--- src/assert_macros.svh ---
// assertion macros shared by the timer pool rtl
`ifndef ASSERT_MACROS_SVH
`define ASSERT_MACROS_SVH
`ifndef NO_ASSERTIONS
// property that holds at every clock edge out of reset
`define PTP_ASSERT(label, expr, msg) \
  label: assert property (@(posedge clk) disable iff (!rst_n) (expr)) else $error(msg);
// same-cycle implication
`define PTP_ASSERT_IMP(label, ante, cons, msg) \
  label: assert property (@(posedge clk) disable iff (!rst_n) (ante) |-> (cons)) \
    else $error(msg);
// next-cycle implication
`define PTP_ASSERT_NXT(label, ante, cons, msg) \
  label: assert property (@(posedge clk) disable iff (!rst_n) (ante) |=> (cons)) \
    else $error(msg);
`else
`define PTP_ASSERT(label, expr, msg)
`define PTP_ASSERT_IMP(label, ante, cons, msg)
`define PTP_ASSERT_NXT(label, ante, cons, msg)
`endif
`endif

--- src/ptp_pkg.sv ---
// shared widths, operation codes and status codes of the timer pool
package ptp_pkg;

  localparam int OP_W        = 2;
  localparam int PERIOD_W    = 32;
  localparam int SLOT_ID_W   = 4;
  localparam int STATUS_W    = 2;
  localparam int MAX_RESULTS = 16;

  typedef enum logic [OP_W-1:0] {
    OP_TICK  = 2'd0,
    OP_START = 2'd1,
    OP_STOP  = 2'd2
  } op_t;

  typedef enum logic [STATUS_W-1:0] {
    STAT_OK       = 2'd0,
    STAT_FULL     = 2'd1,
    STAT_NOT_USED = 2'd2
  } status_t;

endpackage

--- src/ptp_in_if.sv ---
// command channel of the timer pool
interface ptp_in_if;
  import ptp_pkg::*;

  logic                 valid;
  logic                 ready;
  logic [OP_W-1:0]      op;
  logic [PERIOD_W-1:0]  period;
  logic [SLOT_ID_W-1:0] slot_id;

  modport source (output valid, op, period, slot_id, input ready);
  modport sink   (input valid, op, period, slot_id, output ready);
endinterface

--- src/ptp_out_if.sv ---
// result channel of the timer pool
interface ptp_out_if;
  import ptp_pkg::*;

  logic                 valid;
  logic                 ready;
  logic [STATUS_W-1:0]  status;
  logic [SLOT_ID_W-1:0] timer_slot;
  logic                 expired;
  logic                 last;

  modport source (output valid, status, timer_slot, expired, last, input ready);
  modport sink   (input valid, status, timer_slot, expired, last, output ready);
endinterface

--- src/ptp_store.sv ---
// timer memory (period and count) and link memory of the timer pool
module ptp_store #(
  parameter int  NUM_TIMERS  = 16,
  parameter int  COUNT_WIDTH = 32,
  localparam int SlotW       = (NUM_TIMERS > 1) ? $clog2(NUM_TIMERS) : 1
) (
  input  logic                     clk,
  input  logic [SlotW-1:0]         rd_addr,
  input  logic                     tmr_we,
  input  logic [SlotW-1:0]         tmr_waddr,
  input  logic [2*COUNT_WIDTH-1:0] tmr_wdata,
  input  logic                     lnk_we,
  input  logic [SlotW-1:0]         lnk_waddr,
  input  logic [SlotW-1:0]         lnk_wdata,
  output logic [2*COUNT_WIDTH-1:0] tmr_rdata,
  output logic [SlotW-1:0]         lnk_rdata
);

  // entry layout: period in the upper half, count in the lower half
  logic [2*COUNT_WIDTH-1:0] tmr_mem [NUM_TIMERS];
  logic [SlotW-1:0]         lnk_mem [NUM_TIMERS];

  always_ff @(posedge clk) begin
    if (tmr_we) begin
      tmr_mem[tmr_waddr] <= tmr_wdata;
    end
    tmr_rdata <= tmr_mem[rd_addr];
  end

  always_ff @(posedge clk) begin
    if (lnk_we) begin
      lnk_mem[lnk_waddr] <= lnk_wdata;
    end
    lnk_rdata <= lnk_mem[rd_addr];
  end

endmodule

--- src/periodic_timer_pool_unit.sv ---
// periodic timer pool: top level with command sequencer, active list and result register
//
// A pool of NUM_TIMERS periodic timers sharing one tick. Start claims the lowest free
// slot, loads its period, zeroes its count and links it at the tail of the active list;
// stop unlinks a slot and frees it; tick walks the list from head to tail, bumps each
// count and reports every count that reaches its period (the count then restarts at
// zero, period zero never fires). Periods and counts live in a timer memory and the
// forward links in a link memory, both with a registered read; the active flags, list
// head, tail and empty flag sit in flops, so there is no clearing pass after reset. One
// command is worked on at a time. Start and the unused op code are answered from their
// own state; stop is answered from its check state when the slot is the list head or
// not active, else it walks to the slot's predecessor and then unlinks the slot; tick
// reads, updates and writes back the timer memory one entry per cycle, held only when
// a second reported expiry meets a full result register whose sink holds ready low,
// which also holds back the final item of every command. The input is ready whenever
// no command is in progress, even while a result still waits in the output register.
// Up to sixteen expiries are reported per tick in list order, the last item of every
// command carries last, and a tick with no reported expiry gives one empty item.
`include "assert_macros.svh"

module periodic_timer_pool_unit #(
  parameter int  NUM_TIMERS  = 16,
  parameter int  COUNT_WIDTH = 32,
  localparam int SlotW       = (NUM_TIMERS > 1) ? $clog2(NUM_TIMERS) : 1
) (
  input logic    clk,
  input logic    rst_n,
  ptp_in_if.sink    in_chan,
  ptp_out_if.source out_chan
);
  import ptp_pkg::*;

  localparam int RcW = $clog2(MAX_RESULTS + 1);

  typedef enum logic [7:0] {
    S_IDLE        = 8'b0000_0001,
    S_START       = 8'b0000_0010,
    S_MISC        = 8'b0000_0100,
    S_STOP_CHK    = 8'b0000_1000,
    S_STOP_WALK   = 8'b0001_0000,
    S_STOP_UNLINK = 8'b0010_0000,
    S_TICK_WALK   = 8'b0100_0000,
    S_TICK_END    = 8'b1000_0000
  } state_t;

  // sequencer and list state
  state_t                  state_r, state_nxt;
  logic [NUM_TIMERS-1:0]   in_use_r, in_use_nxt;
  logic [SlotW-1:0]        head_r, head_nxt;
  logic [SlotW-1:0]        tail_r, tail_nxt;
  logic                    empty_r, empty_nxt;

  // walk pointer: current timer on tick, predecessor on stop
  logic [SlotW-1:0]        walk_r, walk_nxt;

  // expiry held back until we know whether it is the final item
  logic                    pend_valid_r, pend_valid_nxt;
  logic [SlotW-1:0]        pend_slot_r, pend_slot_nxt;
  logic [RcW-1:0]          rep_cnt_r, rep_cnt_nxt;

  // captured command operands
  logic [COUNT_WIDTH-1:0]  item_period_r;
  logic [SlotW-1:0]        item_slot_r;
  logic                    item_slot_ok_r;

  // result register
  logic                    out_valid_r;
  status_t                 out_status_r, out_status_nxt;
  logic [SLOT_ID_W-1:0]    out_slot_r, out_slot_nxt;
  logic                    out_expired_r, out_expired_nxt;
  logic                    out_last_r, out_last_nxt;
  logic                    out_load;
  logic                    out_free;

  // memory ports
  logic [SlotW-1:0]         rd_addr;
  logic                     tmr_we;
  logic [SlotW-1:0]         tmr_waddr;
  logic [2*COUNT_WIDTH-1:0] tmr_wdata;
  logic                     lnk_we;
  logic [SlotW-1:0]         lnk_waddr;
  logic [SlotW-1:0]         lnk_wdata;
  logic [2*COUNT_WIDTH-1:0] tmr_rdata;
  logic [SlotW-1:0]         lnk_rdata;

  // tick datapath
  logic [COUNT_WIDTH-1:0]  rd_period;
  logic [COUNT_WIDTH-1:0]  rd_count;
  logic [COUNT_WIDTH-1:0]  cnt_inc;
  logic                    hit;
  logic                    report;
  logic                    tick_stall;

  // lowest free slot
  logic                    free_found;
  logic [SlotW-1:0]        free_slot;

  logic                    in_acc;
  logic                    slot_live;

  ptp_store #(
    .NUM_TIMERS  (NUM_TIMERS),
    .COUNT_WIDTH (COUNT_WIDTH)
  ) u_store (
    .clk       (clk),
    .rd_addr   (rd_addr),
    .tmr_we    (tmr_we),
    .tmr_waddr (tmr_waddr),
    .tmr_wdata (tmr_wdata),
    .lnk_we    (lnk_we),
    .lnk_waddr (lnk_waddr),
    .lnk_wdata (lnk_wdata),
    .tmr_rdata (tmr_rdata),
    .lnk_rdata (lnk_rdata)
  );

  assign in_chan.ready       = (state_r == S_IDLE);
  assign in_acc              = in_chan.valid && in_chan.ready;

  assign out_chan.valid      = out_valid_r;
  assign out_chan.status     = out_status_r;
  assign out_chan.timer_slot = out_slot_r;
  assign out_chan.expired    = out_expired_r;
  assign out_chan.last       = out_last_r;

  // result register can take a new item this cycle
  assign out_free = !out_valid_r || out_chan.ready;

  // read-modify-write of one timer entry
  assign rd_period  = tmr_rdata[2*COUNT_WIDTH-1:COUNT_WIDTH];
  assign rd_count   = tmr_rdata[COUNT_WIDTH-1:0];
  assign cnt_inc    = rd_count + COUNT_WIDTH'(1);
  assign hit        = (rd_period != '0) && (cnt_inc == rd_period);
  assign report     = hit && (rep_cnt_r < RcW'(MAX_RESULTS));
  // a second reported expiry has to push the held one out first
  assign tick_stall = report && pend_valid_r && !out_free;

  // slot named by stop is in range and active, which means it is on the list
  assign slot_live  = item_slot_ok_r && in_use_r[item_slot_r];

  // priority pick of the lowest free slot
  always_comb begin
    free_found = 1'b0;
    free_slot  = '0;
    for (int i = NUM_TIMERS - 1; i >= 0; i--) begin
      if (!in_use_r[i]) begin
        free_found = 1'b1;
        free_slot  = SlotW'(i);
      end
    end
  end

  always_comb begin
    state_nxt       = state_r;
    in_use_nxt      = in_use_r;
    head_nxt        = head_r;
    tail_nxt        = tail_r;
    empty_nxt       = empty_r;
    walk_nxt        = walk_r;
    pend_valid_nxt  = pend_valid_r;
    pend_slot_nxt   = pend_slot_r;
    rep_cnt_nxt     = rep_cnt_r;

    out_load        = 1'b0;
    out_status_nxt  = STAT_OK;
    out_slot_nxt    = '0;
    out_expired_nxt = 1'b0;
    out_last_nxt    = 1'b1;

    // idle keeps the head entry in the read registers for a following tick or stop
    rd_addr         = head_r;
    tmr_we          = 1'b0;
    tmr_waddr       = walk_r;
    tmr_wdata       = {rd_period, (hit ? {COUNT_WIDTH{1'b0}} : cnt_inc)};
    lnk_we          = 1'b0;
    lnk_waddr       = tail_r;
    lnk_wdata       = free_slot;

    case (state_r)
      S_IDLE: begin
        if (in_acc) begin
          walk_nxt       = head_r;
          pend_valid_nxt = 1'b0;
          rep_cnt_nxt    = '0;
          case (op_t'(in_chan.op))
            OP_TICK:  state_nxt = empty_r ? S_TICK_END : S_TICK_WALK;
            OP_START: state_nxt = S_START;
            OP_STOP:  state_nxt = S_STOP_CHK;
            default:  state_nxt = S_MISC;
          endcase
        end
      end

      S_START: begin
        if (out_free) begin
          out_load  = 1'b1;
          state_nxt = S_IDLE;
          if (free_found) begin
            in_use_nxt[free_slot] = 1'b1;
            tmr_we                = 1'b1;
            tmr_waddr             = free_slot;
            tmr_wdata             = {item_period_r, {COUNT_WIDTH{1'b0}}};
            tail_nxt              = free_slot;
            out_slot_nxt          = SLOT_ID_W'(free_slot);
            if (empty_r) begin
              head_nxt  = free_slot;
              empty_nxt = 1'b0;
            end else begin
              // append behind the old tail
              lnk_we    = 1'b1;
              lnk_waddr = tail_r;
              lnk_wdata = free_slot;
            end
          end else begin
            out_status_nxt = STAT_FULL;
          end
        end
      end

      S_MISC: begin
        if (out_free) begin
          out_load  = 1'b1;
          state_nxt = S_IDLE;
        end
      end

      S_STOP_CHK: begin
        if (!slot_live) begin
          if (out_free) begin
            out_load       = 1'b1;
            out_status_nxt = STAT_NOT_USED;
            state_nxt      = S_IDLE;
          end
        end else if (head_r == item_slot_r) begin
          // read registers already hold the head's link
          if (out_free) begin
            out_load                = 1'b1;
            in_use_nxt[item_slot_r] = 1'b0;
            state_nxt               = S_IDLE;
            if (head_r == tail_r) begin
              empty_nxt = 1'b1;
            end else begin
              head_nxt = lnk_rdata;
            end
          end
        end else begin
          state_nxt = S_STOP_WALK;
        end
      end

      S_STOP_WALK: begin
        // lnk_rdata is the successor of walk_r
        if (lnk_rdata == item_slot_r) begin
          rd_addr   = item_slot_r;
          state_nxt = S_STOP_UNLINK;
        end else begin
          walk_nxt = lnk_rdata;
          rd_addr  = lnk_rdata;
        end
      end

      S_STOP_UNLINK: begin
        rd_addr = item_slot_r;
        if (out_free) begin
          // predecessor now points past the stopped slot
          lnk_we                  = 1'b1;
          lnk_waddr               = walk_r;
          lnk_wdata               = lnk_rdata;
          in_use_nxt[item_slot_r] = 1'b0;
          out_load                = 1'b1;
          state_nxt               = S_IDLE;
          if (item_slot_r == tail_r) begin
            tail_nxt = walk_r;
          end
        end
      end

      S_TICK_WALK: begin
        rd_addr = walk_r;
        if (!tick_stall) begin
          tmr_we = 1'b1;
          if (report) begin
            if (pend_valid_r) begin
              out_load        = 1'b1;
              out_slot_nxt    = SLOT_ID_W'(pend_slot_r);
              out_expired_nxt = 1'b1;
              out_last_nxt    = 1'b0;
            end
            pend_valid_nxt = 1'b1;
            pend_slot_nxt  = walk_r;
            rep_cnt_nxt    = rep_cnt_r + RcW'(1);
          end
          if (walk_r == tail_r) begin
            state_nxt = S_TICK_END;
          end else begin
            walk_nxt = lnk_rdata;
            rd_addr  = lnk_rdata;
          end
        end
      end

      S_TICK_END: begin
        if (out_free) begin
          out_load       = 1'b1;
          pend_valid_nxt = 1'b0;
          state_nxt      = S_IDLE;
          if (pend_valid_r) begin
            out_slot_nxt    = SLOT_ID_W'(pend_slot_r);
            out_expired_nxt = 1'b1;
          end
        end
      end

      default: begin
        state_nxt = S_IDLE;
      end
    endcase
  end

  // control state
  always_ff @(posedge clk) begin
    if (!rst_n) begin
      state_r      <= S_IDLE;
      in_use_r     <= '0;
      head_r       <= '0;
      tail_r       <= '0;
      empty_r      <= 1'b1;
      pend_valid_r <= 1'b0;
      rep_cnt_r    <= '0;
      out_valid_r  <= 1'b0;
    end else begin
      state_r      <= state_nxt;
      in_use_r     <= in_use_nxt;
      head_r       <= head_nxt;
      tail_r       <= tail_nxt;
      empty_r      <= empty_nxt;
      pend_valid_r <= pend_valid_nxt;
      rep_cnt_r    <= rep_cnt_nxt;
      if (out_load) begin
        out_valid_r <= 1'b1;
      end else if (out_chan.ready) begin
        out_valid_r <= 1'b0;
      end
    end
  end

  // payload
  always_ff @(posedge clk) begin
    walk_r      <= walk_nxt;
    pend_slot_r <= pend_slot_nxt;
    if (in_acc) begin
      item_period_r  <= COUNT_WIDTH'(in_chan.period);
      item_slot_r    <= SlotW'(in_chan.slot_id);
      item_slot_ok_r <= (32'(in_chan.slot_id) < 32'(NUM_TIMERS));
    end
    if (out_load) begin
      out_status_r  <= out_status_nxt;
      out_slot_r    <= out_slot_nxt;
      out_expired_r <= out_expired_nxt;
      out_last_r    <= out_last_nxt;
    end
  end

  // list bookkeeping agrees with the active flags
  `PTP_ASSERT(a_empty_matches_use, empty_r == (in_use_r == '0), "empty flag out of step")
  `PTP_ASSERT_IMP(a_ends_active, !empty_r, in_use_r[head_r] && in_use_r[tail_r], "list end not active")
  // a held expiry never survives into idle
  `PTP_ASSERT_IMP(a_idle_no_pend, state_r == S_IDLE, !pend_valid_r, "expiry left pending")
  // result register is never overwritten while its item waits
  `PTP_ASSERT_IMP(a_no_overwrite, out_load, out_free, "result item overwritten")
  // a walk never reports past the per-tick limit
  `PTP_ASSERT_NXT(a_rep_limit, state_r == S_TICK_WALK, rep_cnt_r <= RcW'(MAX_RESULTS), "too many expiries")

endmodule
--- src/flat_wrapper.sv ---
// flat-port wrapper written by rule: the top's interface ports become plain ports
module periodic_timer_pool_unit_flat import ptp_pkg::*;
#(
  parameter int  NUM_TIMERS  = 16,
  parameter int  COUNT_WIDTH = 32,
  localparam int SlotW       = (NUM_TIMERS > 1) ? $clog2(NUM_TIMERS) : 1
)
  (clk, rst_n, in_chan_valid, in_chan_op, in_chan_period, in_chan_slot_id, in_chan_ready, out_chan_valid, out_chan_status, out_chan_timer_slot, out_chan_expired, out_chan_last, out_chan_ready);
  ptp_in_if in_chan_i ();
  ptp_out_if out_chan_i ();
  input logic clk;
  input logic rst_n;
  input wire logic [$bits(in_chan_i.valid)-1:0] in_chan_valid;
  input wire logic [$bits(in_chan_i.op)-1:0] in_chan_op;
  input wire logic [$bits(in_chan_i.period)-1:0] in_chan_period;
  input wire logic [$bits(in_chan_i.slot_id)-1:0] in_chan_slot_id;
  output wire logic [$bits(in_chan_i.ready)-1:0] in_chan_ready;
  output wire logic [$bits(out_chan_i.valid)-1:0] out_chan_valid;
  output wire logic [$bits(out_chan_i.status)-1:0] out_chan_status;
  output wire logic [$bits(out_chan_i.timer_slot)-1:0] out_chan_timer_slot;
  output wire logic [$bits(out_chan_i.expired)-1:0] out_chan_expired;
  output wire logic [$bits(out_chan_i.last)-1:0] out_chan_last;
  input wire logic [$bits(out_chan_i.ready)-1:0] out_chan_ready;
  assign in_chan_i.valid = in_chan_valid;
  assign in_chan_i.op = in_chan_op;
  assign in_chan_i.period = in_chan_period;
  assign in_chan_i.slot_id = in_chan_slot_id;
  assign in_chan_ready = in_chan_i.ready;
  assign out_chan_valid = out_chan_i.valid;
  assign out_chan_status = out_chan_i.status;
  assign out_chan_timer_slot = out_chan_i.timer_slot;
  assign out_chan_expired = out_chan_i.expired;
  assign out_chan_last = out_chan_i.last;
  assign out_chan_i.ready = out_chan_ready;
  periodic_timer_pool_unit #(.NUM_TIMERS(NUM_TIMERS), .COUNT_WIDTH(COUNT_WIDTH)) u_core (.clk(clk), .rst_n(rst_n), .in_chan(in_chan_i), .out_chan(out_chan_i));
endmodule
--- config.mk ---
export PLATFORM = sky130hd
export DESIGN_NAME = periodic_timer_pool_unit_flat
export DESIGN_NICKNAME = d
export VERILOG_FILES = /design/src/ptp_pkg.sv /design/src/ptp_in_if.sv /design/src/ptp_out_if.sv /design/src/ptp_store.sv /design/src/periodic_timer_pool_unit.sv /design/src/flat_wrapper.sv
export VERILOG_INCLUDE_DIRS = /design/src /design/src/src
export SDC_FILE = /design/constraint.sdc
export NUM_CORES = 2
export LEC_CHECK = 0
export ABC_AREA = 1
export BUFFER_PORTS_ARGS = -buffer_cell sky130_fd_sc_hd__buf_2
export CAP_MARGIN = 20
export CORE_MARGIN = 3
export CORE_UTILIZATION = 55
export DETAILED_ROUTE_END_ITERATION = 8
export PLACE_DENSITY = 0.72
export SYNTH_ARGS = -nofsm -noshare
export SYNTH_HDL_FRONTEND = slang
export SYNTH_SLANG_ARGS = --single-unit
--- constraint.sdc ---
create_clock -name clk -period 11.6 [get_ports clk]
set_clock_uncertainty 0.15 [all_clocks]
set_input_delay 2.32 -clock clk [delete_from_list [all_inputs] [get_ports clk]]
set_output_delay 2.32 -clock clk [all_outputs]
set_load 0.01 [all_outputs]
Word level (Yosys, flattened, before mapping) --
Memory sizes are Yosys's and may differ from the RTL's. A register that Yosys moved wholly into a read port is not among the register bits. Index checks and enable logic that the tools add are counted.
Word-level totals: memories 2, memory bits (writable) 1088, bits in registers 92, output and inout port bits 10, bits of input ports 42
Memory list:
- u_core.u_store.tmr_mem | depth 16, bits a word 64, read ports 1, clocked after memory_dff 1, write ports 1, RTL line ptp_store.sv:20 | logic [2*COUNT_WIDTH-1:0] tmr_mem [NUM_TIMERS];
- u_core.u_store.lnk_mem | depth 16, bits a word 4, read ports 1, clocked after memory_dff 1, write ports 1, RTL line ptp_store.sv:21 | logic [SlotW-1:0] lnk_mem [NUM_TIMERS];
Operators by class: mux-type cells 137, $add $sub $neg 2, bitwise logic cells 6, eq/ne operators 33, magnitude comparators 5, reduce and logical (&&, ||, !) cells 30
Operators by type and width (number):
- $mux W64 | 3
- $mux W4 | 45
- $mux W16 | 5
- $mux W8 | 8
- $mux W1 | 50
- $pmux W16 S3 | 1
- $pmux W8 S5 | 1
- $pmux W4 S3 | 3
- $add A32 B1 Y32 const B | 1
- $eq A32 B32 Y1 | 1
- $mux W32 | 1
- $reduce_bool A32 Y1 | 1
- $ne A2 B1 Y1 const B | 13
- $pmux W8 S3 | 1
- $eq A4 B4 Y1 | 5
- $and A16 B16 Y16 | 1
- $not A16 Y16 | 1
- $or A16 B16 Y16 | 1
- $pmux W4 S2 | 2
- $mux W5 | 3
- $reduce_and A5 Y1 | 3
- $lt A4 B5 Y1 const B | 2
- $pmux W5 S2 | 1
- $reduce_bool A3 Y1 | 3
- 32 further kinds | 57

Logic depth before layout (Yosys ltp) --
depth in word-level cells 24, mapped depth 30, mapped depth without buffers 27

Hierarchy --
Synthesis repeated with hierarchy kept, for this count alone.
Unflattened totals: cell total of the unflattened synthesis 5697, area, all modules 55434.4 sq um
By module, submodules not included:
- ptp_store | cells an instance 4503, times used 1, area an instance 47905.9 sq um, sequential area each 34032.6 sq um
- periodic_timer_pool_unit | cells an instance 1194, times used 1, area an instance 7528.5 sq um, sequential area each 2362.3 sq um

Least setup slack after synthesis --
Ideal clock, no wire load.
kind in2reg, start input out_chan_ready, end memory u_core.u_store.tmr_mem[15][0] in the netlist's numbering (enable), arrival time 8.051 ns, stages 9, setup slack 2.834 ns, buffers on the path 2, path through nor2_1 > clkbuf_1 > a21oi_1 > nand2_1 > inv_1 > clkbuf_1 > o21ai_0 > nand2_1 > nor3_1
Between the ends: cells in the longest elaborated chain, start to end 7
Ends and longest elaborated chain:
- start, declared | RTL line flat_wrapper.sv:23 | input wire logic [$bits(out_chan_i.ready)-1:0] out_chan_ready;
- $logic_or A1 B1 Y1 (*) | RTL line periodic_timer_pool_unit.sv:127 | assign out_free = !out_valid_r || out_chan.ready;
- $logic_not A1 Y1 | RTL line periodic_timer_pool_unit.sv:136 | assign tick_stall = report && pend_valid_r && !out_free;
- $logic_and A1 B1 Y1 | RTL line periodic_timer_pool_unit.sv:136
- $mux W1 | RTL line periodic_timer_pool_unit.sv:280 | if (!tick_stall) begin
- $pmux W1 S2 | RTL line periodic_timer_pool_unit.sv:179 | case (state_r)
- $mux W1 | RTL line ptp_store.sv:24 | if (tmr_we) begin
- $mux W1 (implied by the code) | RTL line ptp_store.sv:25 | tmr_mem[tmr_waddr] <= tmr_wdata;
- end, declared | RTL line ptp_store.sv:20
Mark *: on every way between the ends. The rest lies on a longest branch, timed or not.

Worst setup path in the final report --
start register u_core.u_store.tmr_rdata[0] (read register of u_core.u_store.tmr_mem), end register u_core.u_store.tmr_rdata[14] (read register of u_core.u_store.tmr_mem)
Between the ends: cells in the longest elaborated chain, start to end 8
Ends and longest elaborated chain:
- start, declared | RTL line ptp_store.sv:15 | output logic [2*COUNT_WIDTH-1:0] tmr_rdata,
- $add A32 B1 Y32 | RTL line periodic_timer_pool_unit.sv:132 | assign cnt_inc = rd_count + COUNT_WIDTH'(1);
- $eq A32 B32 Y1 | RTL line periodic_timer_pool_unit.sv:133 | assign hit = (rd_period != '0) && (cnt_inc == rd_period);
- $logic_and A1 B1 Y1 | RTL line periodic_timer_pool_unit.sv:133
- $logic_and A1 B1 Y1 | RTL line periodic_timer_pool_unit.sv:134 | assign report = hit && (rep_cnt_r < RcW'(MAX_RESULTS));
- $logic_and A1 B1 Y1 (2 in series) | RTL line periodic_timer_pool_unit.sv:136
- $mux W4
- $pmux W4 S3 | RTL line periodic_timer_pool_unit.sv:179
No other way between the ends. A chain may end at the register's enable or synchronous reset.

==> results.py <==
metrics = {
    "run_status": {
        "status": "finished clean",
    },
    "cells_and_area": {
        "syn2layout_area_growth_pct": 11.37,
        "fillers": 7490,
        "post-route-util_pct": 62.32,
        "regArea_um2": 36390,
        "nets": 5140,
        "drive_gt1_share_pct": 7.784,
        "stdcell_count": 6469,
        "multi_input_area_um2": 14860,
        "finalInstanceArea_um2": 59740,
    },
    "placed_design": {
        "pre_cts_slack_ns": 4.200,
        "dp.cells": 6224,
        "portBuffers": 51,
        "place_area_um2": 55140,
        "gp_congestion": 0.9276,
        "dp_hpwl_um": 76000,
    },
    "timing": {
        "fin_ws_ns": 4.532,
        "finalSetupTns_ns": 0,
        "fin_crit_ns": 7.068,
        "slew_headroom_pct": 9.691,
        "hold_viol": 0,
        "maxSlewViolCount": 0,
        "final.period_utilization_pct": 60.93,
        "worst_slew_pin_slew_ns": 1.355,
        "hold_ws_ns": 0.3308,
        "setup_violations": 0,
        "rsz0062_at_grt": "no",
        "fmax_mhz": 141.5,
    },
    "floorplan": {
        "core_um2": 95860,
        "start_util_pct": 55.96,
        "dieWidth_um": 318.3,
        "ios": 52,
        "rows": 113,
        "dieArea_um2": 101300,
        "dieHeight_um": 318.3,
    },
    "worst_hold_path": {
        "hold_path_startpoint": "u_core.in_use_r[11]",
        "holdPathStages": 2,
        "min_to": "u_core.in_use_r[11]",
        "hold_class": "flop to flop",
    },
    "synthesis": {
        "synth_seq_area_share_pct": 67.85,
        "ys_seq_elements": 1248,
        "synthArstFlopShare_pct": 0,
        "synth_cells": 5121,
        "synthTopCellsByArea": "edfxtp_1, nand3_1, nand2_1",
        "yosysTopAreaCellShare_pct": 63.82,
        "synth_top_area_cell": "edfxtp_1",
        "netlist_area_um2": 53640,
        "ys_warn_count": 0,
        "synthDistinctLibCells": 49,
        "synth_edf_count": 1140,
        "syn_area_per_cell_um2": 10.47,
        "syn-num-nets": 5165,
        "ys.flop_type": "edfxtp_1",
    },
    "global_route": {
        "grt_max_degree": 207,
        "grt_pass1_vias": 36440,
        "grt_usage_pct": 27.74,
        "grt_pass1_wl_um": 218100,
        "antenna_found_initial": 1,
        "grt.overflow.total": 0,
    },
    "detailed_routing": {
        "route.detailed.drc": 0,
        "ant_nets": 0,
        "num_vias": 38730,
        "vias_per_cell": 5.987,
        "drt_iter0_markers": 5067,
        "first_pass_iters": 6,
        "wl_um": 143400,
        "wl_per_cell_um": 22.17,
    },
    "setup_path": {
        "crit_arrival_ns": 7.58,
        "path_class": "flop to flop",
        "timing.rr.start": "u_core.u_store.tmr_rdata[0]",
        "worstPathRequired_ns": 12.12,
        "start_kind": "flop",
        "r2r-end": "u_core.u_store.tmr_rdata[14]",
        "end_kind": "flop",
        "r2r_slack_ns": 4.53,
        "cp_max_fo": 187,
        "reg2reg_depth": 27,
    },
    "clock_network": {
        "clockRootBuffer": "clkbuf_16",
        "insertion_delay_ns": 0.75,
        "cts-htree-levels": 4,
        "ctsHoldBuffers": 0,
        "cts_max_path_buffers": 3,
        "cts_tree": "yes",
        "path_clk_slew_ns": 0.06,
        "cts_buffers": 130,
        "postCtsSetupBuffers": 0,
        "cts_resized": 0,
        "cts.sinks": 1248,
    },
    "power_and_ir_drop": {
        "finalPower_mw": 12.60,
        "p_per_area_nw_per_um2": 211.0,
        "p_sw_mw": 3.793,
        "p_seq_share_pct": 46.7,
        "p_int_mw": 8.810,
        "swShare_pct": 30.10,
        "pwr-share-comb_pct": 18.6,
        "peakVddDrop_uv": 143.6,
        "p_leak_nw": 22.75,
        "p_clk_share_pct": 34.6,
    },
    "run": {
        "drv_cap": 0,
    },
}
## registers in the layout (all words and copies together) (netlist names)
signal	count
u_core.empty_r	1
u_core.head_r	4
u_core.in_use_r	16
u_core.item_period_r	32
u_core.item_slot_r	4
u_core.out_chan.expired	1
u_core.out_chan.last	1
u_core.out_chan.status	2
u_core.out_chan.timer_slot	4
u_core.out_chan.valid	1
u_core.pend_slot_r	4
u_core.pend_valid_r	1
u_core.rep_cnt_r	5
u_core.state_r	8
u_core.tail_r	4
u_core.u_store.lnk_mem	64
u_core.u_store.lnk_rdata	4
u_core.u_store.tmr_mem	1024
u_core.u_store.tmr_rdata	64
u_core.walk_r	4
## cells in the final DEF, fill, tap and decap left out, drive strengths merged, types with 4 or more instances in the layout
| master | count |
|---|---|
| a211oi | 12 |
| a21oi | 42 |
| buf | 152 |
| bufinv | 15 |
| clkbuf | 180 |
| clkinv | 35 |
| clkinvlp | 4 |
| dfxtp | 108 |
| edfxtp | 1140 |
| inv | 321 |
| nand2 | 1408 |
| nand3 | 1383 |
| nand3b | 11 |
| nand4 | 30 |
| nor2 | 182 |
| nor3 | 29 |
| nor4 | 9 |
| o21ai | 83 |
| xnor2 | 14 |
| xor2 | 9 |
## routing by layer
| metal | track usage (%) | routed length [µm] | vias up |
|---|---|---|---|
| li1 | - | - | 17740 |
| met2 | 43.61 | 67390 | 1994 |
| met5 | 0 | 0 | - |
| met1 | 39.45 | 58620 | 18700 |
| met4 | 9.936 | 4350 | 0 |
| met3 | 4.550 | 13080 | 290 |
## worst max-delay path, cell delays in order (launching register included)
cell	delay (ns)
dfxtp_1	0.61
ha_1	0.29
nand2_2	0.09
nor2_4	0.22
nand2_1	0.12
nor2_1	0.33
nand2_1	0.13
nand2_1	0.11
nand2_1	0.06
nand2_1	0.13
nand2_1	0.07
nor2_1	0.14
nand2_1	0.10
nor2_1	0.09
nand2_1	0.07
nor2_2	0.10
buf_4	0.42
nand3_2	0.20
nand3_2	0.14
nand4_4	0.70
nand2_8	1.02
buf_12	0.59
nand2_1	0.14
nand3_1	0.12
nand3_1	0.10
nand2_1	0.16
nand2_1	0.06
nand2_1	0.14
## layout make-up
type / instances / share of cell area (%)
Sequential cell: 1248 / 60.92
Multi-Input combinational cell: 3248 / 24.88
Clock inverter: 60 / 1.426
Timing Repair Buffer: 153 / 1.975
Clock buffer: 179 / 6.145
Tap cell: 1265 / 2.650
Antenna cell: 1 / 0.004189
Inverter: 315 / 1.998
## cells by family (layout without fill, tap and decap cells)
family	after synthesis	after routing	share of synthesized area, %
AOI/OAI and AO/OA	160	160	1.666
xor gates and xnor gates	24	24	0.4175
adders and majority gates	2	2	0.04664
buffers and inverters	625	707	4.826
DFF	1248	1248	67.85
other	0	1	0
and+or+nand+nor	3062	3062	25.19
## synthesized netlist by cell type (12+ instances only)
| cell type | number |
|---|---|
| inv_1 | 309 |
| a21oi_1 | 42 |
| edfxtp_1 | 1140 |
| buf_1 | 37 |
| nor3_1 | 29 |
| buf_4 | 16 |
| nor2_1 | 172 |
| a211oi_1 | 12 |
| nand4_1 | 29 |
| nand3_1 | 1380 |
| dfxtp_1 | 108 |
| nand2_1 | 1402 |
| buf_2 | 122 |
| o21ai_0 | 80 |
| clkbuf_1 | 131 |
| xnor2_1 | 14 |
## power groups by stage
stage	combinational (mW)	sequential (mW)	clock, mW
final	2.35	5.89	4.36
after detailed placement	2.29	5.97	0
after floorplan	1.49	5.83	0
after global placement	2.26	5.97	0
after CTS	2.31	5.88	4.40
after global routing	2.58	5.90	4.58
## worst max path at each step
stage,startpoint,end,slack (ns),cells after the start
4_1_cts,u_core.u_store.tmr_rdata[0],u_core.u_store.lnk_rdata[3],4.76,27
5_1_grt,u_core.u_store.tmr_rdata[0],u_core.u_store.tmr_rdata[18],4.21,27
6_report,u_core.u_store.tmr_rdata[0],u_core.u_store.tmr_rdata[14],4.53,27
3_5_place_dp,out_chan_ready,u_core.u_store.tmr_mem[4][28],4.20,11
3_3_place_gp,out_chan_ready,u_core.u_store.tmr_mem[6][53],4.22,10
2_1_floorplan,out_chan_ready,u_core.u_store.tmr_mem[15][0],2.83,9
Power figures use the tool's default switching activity.
